## src/rtl/othp_pkg.sv

```systemverilog
// ----------------------------------------------------------------------------
// othp_pkg: shared types and constants of the offset-table header parser
// Byte event record, result record, parser phases and status codes.
// ----------------------------------------------------------------------------
`default_nettype none

package othp_pkg;

   // payload widths
   localparam int BYTE_W  = 8;
   localparam int WORD_W  = 32;
   localparam int INDEX_W = 4;
   localparam int COUNT_W = 5;
   localparam int STAT_W  = 4;

   // queue depths
   localparam int EVQ_DEPTH = 2;
   localparam int RSQ_DEPTH = 4;

   // smallest buffer that can hold a header with one offset
   localparam logic [WORD_W-1:0] MIN_BUFFER = 32'd8;
   localparam logic [WORD_W-1:0] WORD_BYTES = 32'd4;

   // result kinds
   localparam logic KIND_FIELD  = 1'b0;
   localparam logic KIND_STATUS = 1'b1;

   // status codes
   localparam logic [STAT_W-1:0] ST_OK          = 4'd0;
   localparam logic [STAT_W-1:0] ST_BUF_SHORT   = 4'd1;
   localparam logic [STAT_W-1:0] ST_SIZE_RANGE  = 4'd2;
   localparam logic [STAT_W-1:0] ST_SIZE_SHORT  = 4'd3;
   localparam logic [STAT_W-1:0] ST_FIRST_RANGE = 4'd4;
   localparam logic [STAT_W-1:0] ST_MISALIGNED  = 4'd5;
   localparam logic [STAT_W-1:0] ST_TOO_MANY    = 4'd6;
   localparam logic [STAT_W-1:0] ST_HDR_SIZE    = 4'd7;
   localparam logic [STAT_W-1:0] ST_BAD_OFFSET  = 4'd8;

   // parser phase
   typedef enum logic [1:0] {
      PH_IDLE,
      PH_COLLECT,
      PH_PENDING
   } phase_type;

   // one accepted byte as seen by the back end
   typedef struct packed {
      logic              start;
      logic              word_done;
      logic [WORD_W-1:0] word;
      logic [WORD_W-1:0] buffer_length;
   } evt_type;

   // one result
   typedef struct packed {
      logic               result_kind;
      logic [INDEX_W-1:0] field_index;
      logic [WORD_W-1:0]  field_offset;
      logic [WORD_W-1:0]  field_length;
      logic [STAT_W-1:0]  status;
      logic [COUNT_W-1:0] num_fields;
      logic               last;
   } rsp_type;

   function automatic rsp_type make_rsp(input logic               kind,
                                        input logic [INDEX_W-1:0] idx,
                                        input logic [WORD_W-1:0]  off,
                                        input logic [WORD_W-1:0]  len,
                                        input logic [STAT_W-1:0]  st,
                                        input logic [COUNT_W-1:0] cnt);
      rsp_type r;
      r.result_kind  = kind;
      r.field_index  = idx;
      r.field_offset = off;
      r.field_length = len;
      r.status       = st;
      r.num_fields   = cnt;
      r.last         = 1'b0;
      return r;
   endfunction

endpackage

`default_nettype wire

```

## src/rtl/othp_front.sv

```systemverilog
// ----------------------------------------------------------------------------
// othp_front: byte intake and word assembly
// Gathers bytes into little-endian 32-bit words and tags each request
// with start and word-complete flags for the back end.
// ----------------------------------------------------------------------------
`default_nettype none

module othp_front (
   input  wire logic                         clock,
   input  wire logic                         reset,
   input  wire logic                         accept,
   input  wire logic [othp_pkg::BYTE_W-1:0]  byte_value,
   input  wire logic [othp_pkg::WORD_W-1:0]  buffer_length,
   input  wire logic                         start_req,
   output othp_pkg::evt_type                 evt
);
   import othp_pkg::*;

   logic [1:0]        biw_ff, biw_in;
   logic [WORD_W-1:0] acc_ff, acc_in;
   logic [WORD_W-1:0] acc_cur;

   // assemble the current byte into the word
   always_comb begin
      acc_cur = acc_ff | ({{(WORD_W-BYTE_W){1'b0}}, byte_value} << {biw_ff, 3'b000});
      evt.start         = start_req;
      evt.buffer_length = buffer_length;
      evt.word          = acc_cur;
      evt.word_done     = 1'b0;
      biw_in            = biw_ff;
      acc_in            = acc_ff;
      if (accept) begin
         if (start_req) begin
            // a start restarts assembly with this byte as byte 0
            acc_in = {{(WORD_W-BYTE_W){1'b0}}, byte_value};
            biw_in = 2'd1;
         end else if (biw_ff == 2'd3) begin
            evt.word_done = 1'b1;
            acc_in        = '0;
            biw_in        = 2'd0;
         end else begin
            acc_in = acc_cur;
            biw_in = biw_ff + 2'd1;
         end
      end
   end

   always_ff @(posedge clock) begin
      if (reset) begin
         biw_ff <= 2'd0;
         acc_ff <= '0;
      end else begin
         biw_ff <= biw_in;
         acc_ff <= acc_in;
      end
   end

endmodule

`default_nettype wire

```

## src/rtl/othp_event_queue.sv

```systemverilog
// ----------------------------------------------------------------------------
// othp_event_queue: short queue between front and back end
// Holds assembled byte events so that either side may stall on its own.
// ----------------------------------------------------------------------------
`default_nettype none

module othp_event_queue (
   input  wire logic        clock,
   input  wire logic        reset,
   input  wire logic        push,
   input  wire othp_pkg::evt_type push_data,
   output logic             full,
   input  wire logic        pop,
   output logic             valid,
   output othp_pkg::evt_type head
);
   import othp_pkg::*;

   localparam int PTR_W = (EVQ_DEPTH > 1) ? $clog2(EVQ_DEPTH) : 1;
   localparam int CNT_W = $clog2(EVQ_DEPTH + 1);

   evt_type             entries_ff [EVQ_DEPTH];
   logic [PTR_W-1:0]    wr_ptr_ff, wr_ptr_in;
   logic [PTR_W-1:0]    rd_ptr_ff, rd_ptr_in;
   logic [CNT_W-1:0]    count_ff, count_in;
   logic                do_push, do_pop;

   // status and pointer update
   always_comb begin
      full      = (count_ff == CNT_W'(EVQ_DEPTH));
      valid     = (count_ff != '0);
      head      = entries_ff[rd_ptr_ff];
      do_push   = push && !full;
      do_pop    = pop && valid;
      wr_ptr_in = wr_ptr_ff;
      rd_ptr_in = rd_ptr_ff;
      if (do_push) begin
         wr_ptr_in = (wr_ptr_ff == PTR_W'(EVQ_DEPTH - 1)) ? '0 : wr_ptr_ff + PTR_W'(1);
      end
      if (do_pop) begin
         rd_ptr_in = (rd_ptr_ff == PTR_W'(EVQ_DEPTH - 1)) ? '0 : rd_ptr_ff + PTR_W'(1);
      end
      count_in = count_ff + CNT_W'(do_push) - CNT_W'(do_pop);
   end

   always_ff @(posedge clock) begin
      if (reset) begin
         wr_ptr_ff <= '0;
         rd_ptr_ff <= '0;
         count_ff  <= '0;
      end else begin
         wr_ptr_ff <= wr_ptr_in;
         rd_ptr_ff <= rd_ptr_in;
         count_ff  <= count_in;
      end
   end

   // storage
   always_ff @(posedge clock) begin
      if (do_push) begin
         entries_ff[wr_ptr_ff] <= push_data;
      end
   end

endmodule

`default_nettype wire

```

## src/rtl/othp_back.sv

```systemverilog
// ----------------------------------------------------------------------------
// othp_back: header checks and descriptor generation
// Keeps the table state, checks each completed word and issues up to two
// results per request.
// ----------------------------------------------------------------------------
`default_nettype none

module othp_back #(
   parameter int MAX_FIELDS = 16
) (
   input  wire logic                  clock,
   input  wire logic                  reset,
   input  wire logic                  evt_valid,
   input  wire othp_pkg::evt_type     evt,
   output logic                       evt_take,
   input  wire logic                  room,
   output logic [1:0]                 res_n,
   output othp_pkg::rsp_type [1:0]    res
);
   import othp_pkg::*;

   localparam int CNT_W = $clog2(MAX_FIELDS + 1);
   localparam int WN_W  = CNT_W + 1;

   phase_type          phase_ff, phase_in;
   logic [WN_W-1:0]    wn_ff, wn_in;
   logic [WORD_W-1:0]  total_ff, total_in;
   logic [CNT_W-1:0]   count_ff, count_in;
   logic [WORD_W-1:0]  prev_ff, prev_in;

   logic [WORD_W-1:0]  word;
   logic [WORD_W-3:0]  cnt_raw;
   logic [WORD_W+1:0]  hdr_bytes;
   logic [1:0]         n;

   // state register
   always_ff @(posedge clock) begin
      if (reset) begin
         phase_ff <= PH_IDLE;
         wn_ff    <= '0;
         total_ff <= '0;
         count_ff <= '0;
         prev_ff  <= '0;
      end else begin
         phase_ff <= phase_in;
         wn_ff    <= wn_in;
         total_ff <= total_in;
         count_ff <= count_in;
         prev_ff  <= prev_in;
      end
   end

   // next state and results
   always_comb begin
      phase_in  = phase_ff;
      wn_in     = wn_ff;
      total_in  = total_ff;
      count_in  = count_ff;
      prev_in   = prev_ff;
      res       = '0;
      n         = 2'd0;
      word      = evt.word;
      cnt_raw   = (WORD_W-2)'((word - WORD_BYTES) >> 2);
      hdr_bytes = (WORD_W+2)'(WORD_BYTES) + {cnt_raw, 2'b00};
      evt_take  = evt_valid && room;

      if (evt_take) begin
         // deferred ok status of the previous table
         if (phase_in == PH_PENDING) begin
            res[n[0]] = make_rsp(KIND_STATUS, '0, '0, '0, ST_OK, COUNT_W'(count_ff));
            n         = n + 2'd1;
            phase_in  = PH_IDLE;
         end

         // start of a new table
         if (evt.start) begin
            phase_in = PH_COLLECT;
            wn_in    = '0;
            total_in = '0;
            count_in = '0;
            prev_in  = '0;
            if (evt.buffer_length < MIN_BUFFER) begin
               res[n[0]] = make_rsp(KIND_STATUS, '0, '0, '0, ST_BUF_SHORT, '0);
               n         = n + 2'd1;
               phase_in  = PH_IDLE;
            end
         end

         // completed header word
         if (phase_in == PH_COLLECT && evt.word_done) begin
            wn_in = wn_ff + WN_W'(1);
            if (wn_ff == '0) begin
               // total size
               total_in = word;
               if (word > evt.buffer_length || word < WORD_BYTES) begin
                  res[n[0]] = make_rsp(KIND_STATUS, '0, '0, '0, ST_SIZE_RANGE, '0);
                  n         = n + 2'd1;
                  phase_in  = PH_IDLE;
               end else if (word == WORD_BYTES) begin
                  res[n[0]] = make_rsp(KIND_STATUS, '0, '0, '0, ST_OK, '0);
                  n         = n + 2'd1;
                  phase_in  = PH_IDLE;
               end else if (word < MIN_BUFFER) begin
                  res[n[0]] = make_rsp(KIND_STATUS, '0, '0, '0, ST_SIZE_SHORT, '0);
                  n         = n + 2'd1;
                  phase_in  = PH_IDLE;
               end
            end else if (wn_ff == WN_W'(1)) begin
               // first offset fixes the field count
               if (word < WORD_BYTES || word > total_ff) begin
                  res[n[0]] = make_rsp(KIND_STATUS, '0, '0, '0, ST_FIRST_RANGE, '0);
                  n         = n + 2'd1;
                  phase_in  = PH_IDLE;
               end else if (word[1:0] != 2'b00) begin
                  res[n[0]] = make_rsp(KIND_STATUS, '0, '0, '0, ST_MISALIGNED, '0);
                  n         = n + 2'd1;
                  phase_in  = PH_IDLE;
               end else if (cnt_raw > (WORD_W-2)'(MAX_FIELDS)) begin
                  res[n[0]] = make_rsp(KIND_STATUS, '0, '0, '0, ST_TOO_MANY, '0);
                  n         = n + 2'd1;
                  phase_in  = PH_IDLE;
               end else if ({2'b00, total_ff} < hdr_bytes) begin
                  res[n[0]] = make_rsp(KIND_STATUS, '0, '0, '0, ST_HDR_SIZE, '0);
                  n         = n + 2'd1;
                  phase_in  = PH_IDLE;
               end else begin
                  count_in = CNT_W'(cnt_raw);
                  prev_in  = word;
                  if (cnt_raw == '0) begin
                     res[n[0]] = make_rsp(KIND_STATUS, '0, '0, '0, ST_OK, '0);
                     n         = n + 2'd1;
                     phase_in  = PH_IDLE;
                  end else if (cnt_raw == (WORD_W-2)'(1)) begin
                     // single field spans to the end of the table
                     res[0]   = make_rsp(KIND_FIELD, '0, word, total_ff - word, ST_OK, '0);
                     res[1]   = make_rsp(KIND_STATUS, '0, '0, '0, ST_OK, COUNT_W'(1));
                     n        = 2'd2;
                     phase_in = PH_IDLE;
                  end
               end
            end else begin
               // later offsets close the previous field
               if (word > total_ff || word < prev_ff) begin
                  res[n[0]] = make_rsp(KIND_STATUS, '0, '0, '0, ST_BAD_OFFSET, '0);
                  n         = n + 2'd1;
                  phase_in  = PH_IDLE;
               end else begin
                  res[0]  = make_rsp(KIND_FIELD, INDEX_W'(wn_ff - WN_W'(2)), prev_ff,
                                     word - prev_ff, ST_OK, '0);
                  n       = 2'd1;
                  prev_in = word;
                  if (wn_ff >= WN_W'(count_ff)) begin
                     // last offset: final field ends at the total size
                     res[1]   = make_rsp(KIND_FIELD, INDEX_W'(count_ff - CNT_W'(1)), word,
                                         total_ff - word, ST_OK, '0);
                     n        = 2'd2;
                     phase_in = PH_PENDING;
                  end
               end
            end
         end

         // mark the final result of this request
         if (n == 2'd1) begin
            res[0].last = 1'b1;
         end else if (n == 2'd2) begin
            res[1].last = 1'b1;
         end
      end
      res_n = n;
   end

endmodule

`default_nettype wire

```

## src/rtl/othp_result_queue.sv

```systemverilog
// ----------------------------------------------------------------------------
// othp_result_queue: result buffer towards the consumer
// Takes up to two results a cycle from the back end, hands out one.
// ----------------------------------------------------------------------------
`default_nettype none

module othp_result_queue (
   input  wire logic                clock,
   input  wire logic                reset,
   input  wire logic [1:0]          push_n,
   input  wire othp_pkg::rsp_type [1:0] push_data,
   output logic                     room,
   input  wire logic                pop,
   output logic                     empty,
   output othp_pkg::rsp_type        head
);
   import othp_pkg::*;

   localparam int PTR_W = $clog2(RSQ_DEPTH);
   localparam int CNT_W = $clog2(RSQ_DEPTH + 1);

   rsp_type           entries_ff [RSQ_DEPTH];
   logic [PTR_W-1:0]  wr_ptr_ff, wr_ptr_in;
   logic [PTR_W-1:0]  rd_ptr_ff, rd_ptr_in;
   logic [CNT_W-1:0]  count_ff, count_in;
   logic              do_pop;

   // status and pointers; depth is a power of two so pointers wrap freely
   always_comb begin
      empty     = (count_ff == '0);
      room      = (count_ff <= CNT_W'(RSQ_DEPTH - 2));
      head      = entries_ff[rd_ptr_ff];
      do_pop    = pop && !empty;
      wr_ptr_in = wr_ptr_ff + PTR_W'(push_n);
      rd_ptr_in = rd_ptr_ff + PTR_W'(do_pop);
      count_in  = count_ff + CNT_W'(push_n) - CNT_W'(do_pop);
   end

   always_ff @(posedge clock) begin
      if (reset) begin
         wr_ptr_ff <= '0;
         rd_ptr_ff <= '0;
         count_ff  <= '0;
      end else begin
         wr_ptr_ff <= wr_ptr_in;
         rd_ptr_ff <= rd_ptr_in;
         count_ff  <= count_in;
      end
   end

   // storage, two write slots
   always_ff @(posedge clock) begin
      if (push_n != 2'd0) begin
         entries_ff[wr_ptr_ff] <= push_data[0];
      end
      if (push_n == 2'd2) begin
         entries_ff[wr_ptr_ff + PTR_W'(1)] <= push_data[1];
      end
   end

endmodule

`default_nettype wire

```

## src/rtl/offset_table_header_parser.sv

```systemverilog
// ----------------------------------------------------------------------------
// offset_table_header_parser: offset-table header decoder
// Byte-serial decoder for an offset-table header, producing one descriptor
// per field and a closing status.
// ----------------------------------------------------------------------------
// Takes one byte a cycle while full is low: the front end assembles
// little-endian words and passes each request through a two-entry queue to
// the back end, which runs all header checks for a word combinationally and
// writes its results into a four-entry result queue. Results reach the
// rsp_ ports through both registered queues. Most bytes cause no result or
// one; the byte that completes the last offset (or the only offset) causes
// two, and the back end waits while the result queue has fewer than two free
// slots, so sustained intake stays at one byte per cycle as long as results
// are popped as they appear. There is no start-up clearing pass.
// ----------------------------------------------------------------------------
`default_nettype none

module offset_table_header_parser #(
   parameter int MAX_FIELDS = 16
) (
   input  wire logic                          clock,
   input  wire logic                          reset,
   // request side
   input  wire logic                          push,
   output logic                               full,
   input  wire logic [othp_pkg::BYTE_W-1:0]   req_byte_value,
   input  wire logic [othp_pkg::WORD_W-1:0]   req_buffer_length,
   input  wire logic                          req_start_req,
   // result side
   output logic                               empty,
   input  wire logic                          pop,
   output logic                               rsp_result_kind,
   output logic [othp_pkg::INDEX_W-1:0]       rsp_field_index,
   output logic [othp_pkg::WORD_W-1:0]        rsp_field_offset,
   output logic [othp_pkg::WORD_W-1:0]        rsp_field_length,
   output logic [othp_pkg::STAT_W-1:0]        rsp_status,
   output logic [othp_pkg::COUNT_W-1:0]       rsp_num_fields,
   output logic                               rsp_last
);
   import othp_pkg::*;

   evt_type       front_evt;
   evt_type       queue_head;
   logic          queue_valid;
   logic          back_take;
   logic          rsq_room;
   logic [1:0]    back_n;
   rsp_type [1:0] back_res;
   rsp_type       out_head;
   logic          accept;

   assign accept = push && !full;

   // word assembly
   othp_front u_front (
      .clock         (clock),
      .reset         (reset),
      .accept        (accept),
      .byte_value    (req_byte_value),
      .buffer_length (req_buffer_length),
      .start_req     (req_start_req),
      .evt           (front_evt)
   );

   // decoupling queue
   othp_event_queue u_evq (
      .clock     (clock),
      .reset     (reset),
      .push      (push),
      .push_data (front_evt),
      .full      (full),
      .pop       (back_take),
      .valid     (queue_valid),
      .head      (queue_head)
   );

   // checks and descriptors
   othp_back #(
      .MAX_FIELDS (MAX_FIELDS)
   ) u_back (
      .clock     (clock),
      .reset     (reset),
      .evt_valid (queue_valid),
      .evt       (queue_head),
      .evt_take  (back_take),
      .room      (rsq_room),
      .res_n     (back_n),
      .res       (back_res)
   );

   // result buffer
   othp_result_queue u_rsq (
      .clock     (clock),
      .reset     (reset),
      .push_n    (back_n),
      .push_data (back_res),
      .room      (rsq_room),
      .pop       (pop),
      .empty     (empty),
      .head      (out_head)
   );

   // result ports
   assign rsp_result_kind  = out_head.result_kind;
   assign rsp_field_index  = out_head.field_index;
   assign rsp_field_offset = out_head.field_offset;
   assign rsp_field_length = out_head.field_length;
   assign rsp_status       = out_head.status;
   assign rsp_num_fields   = out_head.num_fields;
   assign rsp_last         = out_head.last;

endmodule

`default_nettype wire
```

## config.mk

```make
export PLATFORM = sky130hd
export DESIGN_NAME = offset_table_header_parser
export DESIGN_NICKNAME = d
export VERILOG_FILES = /design/src/rtl/othp_pkg.sv /design/src/rtl/othp_front.sv /design/src/rtl/othp_event_queue.sv /design/src/rtl/othp_back.sv /design/src/rtl/othp_result_queue.sv /design/src/rtl/offset_table_header_parser.sv
export SDC_FILE = /design/constraint.sdc
export NUM_CORES = 1
export LEC_CHECK = 0
export ABC_AREA = 0
export BUFFER_PORTS_ARGS = -buffer_cell sky130_fd_sc_hd__buf_4
export CORE_MARGIN = 5
export CORE_UTILIZATION = 40
export DETAILED_ROUTE_END_ITERATION = 8
export GPL_TIMING_DRIVEN = 0
export SLEW_MARGIN = 20
export SYNTH_ARGS = -nofsm -noshare
export SYNTH_HDL_FRONTEND = slang
export SYNTH_SLANG_ARGS = --single-unit
```

## constraint.sdc

```tcl
create_clock -name clock -period 15.1 [get_ports clock]
set_input_delay 2.265 -clock clock [delete_from_list [all_inputs] [get_ports clock]]
set_output_delay 2.265 -clock clock [all_outputs]
set_load 0.02 [all_outputs]
```

# After elaboration in Yosys (flattened, before gate mapping)
# Memories as Yosys holds them, arrays and structs flattened. A register that Yosys moved wholly into a read port is not among the register bits.
# Index checks and enable logic that the tools add are counted.
dict set report word_totals {
  regBits 122
  ramBits 448
  out_inout_bits 81
  memories 2
}
# memory depth word_bits rd rd_ports_with_merged_regs write_ports line
set memory_table {}
lappend memory_table {u_rsq.entries_ff 4 79 1 1 2 othp_result_queue.sv:22} ;# rsp_type entries_ff [RSQ_DEPTH];
lappend memory_table {u_evq.entries_ff 2 66 1 1 1 othp_event_queue.sv:22} ;# evt_type entries_ff [EVQ_DEPTH];
dict set report classes {
  add_sub_neg 19
  magnitude_cmp 14
  eq_ne 10
  n_shift 1
  muxes 106
  bitwise 28
  n_reduce_logical 20
}
# cell count
set ops {}
lappend ops {{two-way mux 158 bit} 17}
lappend ops {{NOT 154 bit} 4}
lappend ops {{AND 154 bit} 3}
lappend ops {{AND 152 bit} 3}
lappend ops {{NOT 152 bit} 3}
lappend ops {{two-way mux 32 bit} 14}
lappend ops {{two-way mux 79 bit} 5}
lappend ops {{demux 79 bit (select 1 bit)} 2}
lappend ops {{AND 156 bit} 1}
lappend ops {{NOT 156 bit} 1}
lappend ops {{AND 77 x 154 -> 154 bit} 1}
lappend ops {{AND 150 bit} 1}
lappend ops {{NOT 150 bit} 1}
lappend ops {{two-way mux 2 bit} 40}
lappend ops {{greater-than comparator 32 bit} 2}
lappend ops {{< comparator 32 x 4 -> 1 bit (second input constant)} 2}
lappend ops {{subtractor 32 bit} 2}
lappend ops {{two-way mux 5 bit} 8}
lappend ops {{< comparator 32 x 34 -> 1 bit} 1}
lappend ops {{adder 3 x 32 -> 33 bit (first input constant)} 1}
lappend ops {{== test 32 x 3 -> 1 bit (second input constant)} 1}
lappend ops {{< comparator 32 x 3 -> 1 bit (second input constant)} 1}
lappend ops {{< comparator 32 bit} 1}
lappend ops {{OR 32 bit} 1}
lappend ops {{36 further kinds} 82}

# Depth between registers and ports, before layout
dict set report depth {
  ltp_word 24
  ltp_mapped 37
  ltp_nobuf 30
}

# By module
# A second synthesis with hierarchy kept.
dict set report unflattened {
  cells_unflattened 2830
  area_unflattened_um2 33837.5
}
# mod instances cells_each area_per_inst_um2 seq_area_each_um2
set by_module_without_submodules {}
lappend by_module_without_submodules {othp_result_queue 1 809 15564.9 9629.2}
lappend by_module_without_submodules {othp_back 1 1590 11433.5 1541.5}
lappend by_module_without_submodules {othp_event_queue 1 232 5007.3 4063.9}
lappend by_module_without_submodules {othp_front 1 198 1818.0 680.7}
lappend by_module_without_submodules {offset_table_header_parser 1 1 13.8 0.0}

# Worst setup path before layout
# Ideal clock, no wire load.
dict set report synth_timing {
  path_type {reg2reg}
  from {reg (tool-made name)}
  to {mem u_rsq.entries_ff[0][0] (netlist bit), enable pin}
  setup_time_ns 0.633
  t_arrival_ns 12.985
  slack_ns 1.482
  stages_incl_launch_ff 32
  synth_period_minus_slack_ns 13.618
  cell_sequence {dfxtp_1 > buf_2 > buf_2 > buf_2 > buf_2 > buf_1 > mux2i_1 > ha_1 > nor4bb_1 > nor2_1 > clkbuf_1 > or4_1 > a21oi_1 > nor2_1 > nor3_1 > and3_1 > clkbuf_1 > nand4_1 > or2_2 > xor2_1 > ha_1 > and4_1 > and3_1 > a211oi_1 > o211ai_1 > o21bai_1 > and4_1 > buf_2 > a311oi_2 > nor2b_1 > nor2_1 > o31ai_1}
}
# element line
set synth_rtl {}
lappend synth_rtl {{end: declaration} othp_result_queue.sv:22}

==> flow_summary.yaml <==
status:
  status: "finished, final reports clean"
route:
  drcViolationCount: 0
  wl_mm: 118
  drt-initial-drc-count: 2921
  drtPass1Iterations: 6
  wl_per_cell_um: 25.8
  antenna_left: 0
  dr_total_vias: 27174
  avgViaCountPerCell: 5.93
power:
  peakVddDrop_mv: 0.0921
  p_leak_nw: 13.6
  p_per_area_mw_per_mm2: 162
global_route:
  grt_pass1_vias: 26213
  grt_pass1_wl_mm: 174
  grt_antenna_before_repair: 1
  overflow: 0
  grt_max_degree: 27
  track_usage: 0.254
synthesis:
  synthFlopType: "edfxtp_1"
  synthArstFlopShare: 0
  avgSynthCellArea_um2: 10.8
  synth_area_mm2: 0.0342
  syn-instance-count: 3159
  seq_area_frac_synth: 0.466
  ys_warn_count: 0
  synth_edf_count: 448
  synth_seq_cells: 571
  syn_nets: 3361
  synth_cell_type_count: 97
die:
  rows: 107
  die-width_um: 302
  coreArea_mm2: 0.0850
  initial_core_util: 0.402
  io_pins: 126
  die_area_mm2: 0.0914
  die_h_um: 302
critical_path:
  max_stage_delay_ps: 840
  crit_path_end_kind: "flip-flop"
  critPathMaxFanout: 18
  start_kind: "flip-flop"
  timing.rr.end: "u_rsq.entries_ff[2][55]"
  critical_path_class: "reg -> reg"
  r2r_slack_ps: 2780
  worstSetupEndpoint: "u_rsq.entries_ff[2][55]"
  cp.arrival_ps: 12640
  cpMostUsedCell: "buf_2"
  cp_slowest_cell: "buf_1"
  required_ps: 15420
  rr_worst_depth: 37
clocking:
  cts.sinks: 571
  ctsHtreeMaxLevel: 3
  cts_hold_buf: 0
  clk_pin_slew_worst_paths_ps: 60
  post-cts-setup-buffers: 0
  cts_buffers: 68
  cts-root-buf: "clkbuf_16"
  cts_tree: "built"
  ctsResizeCount: 0
  clk_latency_ps: 640
  cts.path.max_buffers: 3
finish:
  postLayoutCellArea_mm2: 0.0394
  final_nets: 3582
  final_util: 0.464
  synthToLayoutAreaGrowth_pct: 15.4
  drive_gt1_frac: 0.138
  fillerInstances: 8000
placement:
  dp_hpwl_mm: 89.9
  dpl_cell_area_mm2: 0.0372
  portBuffers: 124
  gp_congestion: 1.00
  place_ws_ps: 3060
sta:
  whs_ps: 499
  finalSetupViolCount: 0
  hold_violations: 0
  slew_viol_final: 0
  period_share: 0.816
  worstMarginPinSlew_ps: 1180
  fin_ws_ps: 2780
  fin_crit_ps: 12320
  slew_headroom: 0.192
  rsz0062_at_grt: "no"
  fmax_mhz: 81.2
  skew_ps: 33.1
run:
  maxCapViolations: 0
worst_hold_path:
  hp-class: "reg -> reg"
[critical path: cells and delay by family (launching register included)]
family                     cells  cell delay, ps
and+or+nand+nor               13            3690
xor gates and xnor gates       1             160
buffers and inverters         13            3950
muxes                          1             840
AOI/OAI and AO/OA              7            2220
DFF                            1             410
adders and majority gates      2             650
[how the worst min path moves through the flow]
| stage | start | to | slack, ps | cells after the start |
|---|---|---|---|---|
| after floorplan | u_back.phase_ff[1] | u_back.phase_ff[1] | 460 | 2 |
| after global placement | u_back.total_ff[0] | u_back.total_ff[0] | 480 | 2 |
| after detailed placement | u_back.phase_ff[1] | u_back.phase_ff[1] | 490 | 2 |
| after CTS | u_back.phase_ff[1] | u_back.phase_ff[1] | 500 | 2 |
| after global routing | u_back.phase_ff[1] | u_back.phase_ff[1] | 520 | 2 |
| final | u_back.phase_ff[1] | u_back.phase_ff[1] | 500 | 2 |
[cell families (layout without fill, tap and decap cells)]
logic type               count (synthesis)  after routing  share of synthesized area
AND/OR/NAND/NOR                        973            973                      0.135
AO/OA/AOI/OAI                          680            680                      0.132
flip-flops                             571            571                      0.466
multiplexers                           381            381                      0.145
buffers and inverters                  288            565                     0.0362
adder cells (fa/ha/maj)                157            157                     0.0581
XOR/XNOR                               109            109                     0.0279
other                                    0              3                          0
[synthesized netlist by cell type, types with 30 or more instances]
master	count	area share
nor3_1	45	0.0066
ha_1	154	0.056
a211oi_1	30	0.0066
nor2_1	402	0.044
inv_1	107	0.012
edfxtp_1	448	0.39
o22ai_1	46	0.0084
xnor2_1	80	0.020
clkbuf_1	113	0.012
a21oi_1	154	0.023
dfxtp_1	123	0.072
o21ai_0	121	0.018
mux2_1	55	0.018
mux2i_1	221	0.065
mux4_2	79	0.052
nor4_1	32	0.0059
nand2_1	218	0.024
a21o_1	70	0.015
a22oi_1	73	0.016
nand3_1	82	0.012
[routing by layer]
metal / global-route usage / routed length (um)
met1: 0.351 / 50500
met2: 0.409 / 54600
met3: 0.0478 / 9130
met4: 0.0774 / 4160
met5: 0 / 0
[layout by cell type (no fill, tap or decap), drive strengths merged, types with 19 or more instances in the layout]
cell type / instances
a211oi: 30
a21o: 70
a21oi: 155
a22oi: 73
a31oi: 19
buf: 207
clkbuf: 201
clkinv: 32
dfxtp: 123
edfxtp: 448
ha: 154
inv: 118
mux2: 78
mux2i: 224
mux4: 79
nand2: 218
nand2b: 19
nand3: 82
nand4: 22
nor2: 404
nor2b: 29
nor3: 46
nor4: 36
o21ai: 131
o22ai: 46
or3: 21
xnor2: 80
xor2: 29
[cell type report]
type | count | area (um2) | area share
tap | 1144 | 1430 | 0.0363
timing repair buffer | 151 | 1450 | 0.0367
multi-input combinational | 2300 | 17100 | 0.435
clock buffer | 88 | 1840 | 0.0466
sequential | 571 | 15900 | 0.404
clock inverter | 38 | 397 | 0.0101
buffer | 169 | 791 | 0.0201
inverter | 119 | 449 | 0.0114
antenna | 3 | 7.51 | 0.000190
[state kept, by name, indices dropped and copies added (netlist names), 3 cells and up, named ones only]
signal and count:
u_back.count_ff 5, u_back.prev_ff 32, u_back.total_ff 32, u_back.wn_ff 6
u_evq.entries_ff 132, u_front.acc_ff 32, u_rsq.count_ff 3, u_rsq.entries_ff 316
[where the power goes]
part	leakage (nW)	total (mW)	switching (mW)	internal (mW)
combinational	7.59	2.71	1.75	0.959
clock	1.09	1.65	0.696	0.959
sequential	4.87	2.03	0.0918	1.94
total	13.6	6.39	2.54	3.85
[per-stage QoR]
stage / setup TNS [ps] / instances / total power, mW
6_report: 0 / 4583 / 6.39
5_1_grt: 0 / 4580 / 6.67
4_1_cts: 0 / 4580 / 6.38
3_5_place_dp: 0 / 4454 / 4.72
3_3_place_gp: -1554540 / 4427 / 4.70
2_1_floorplan: 0 / 3159 / 3.71
No activity file was read; power rests on OpenSTA's default activity.
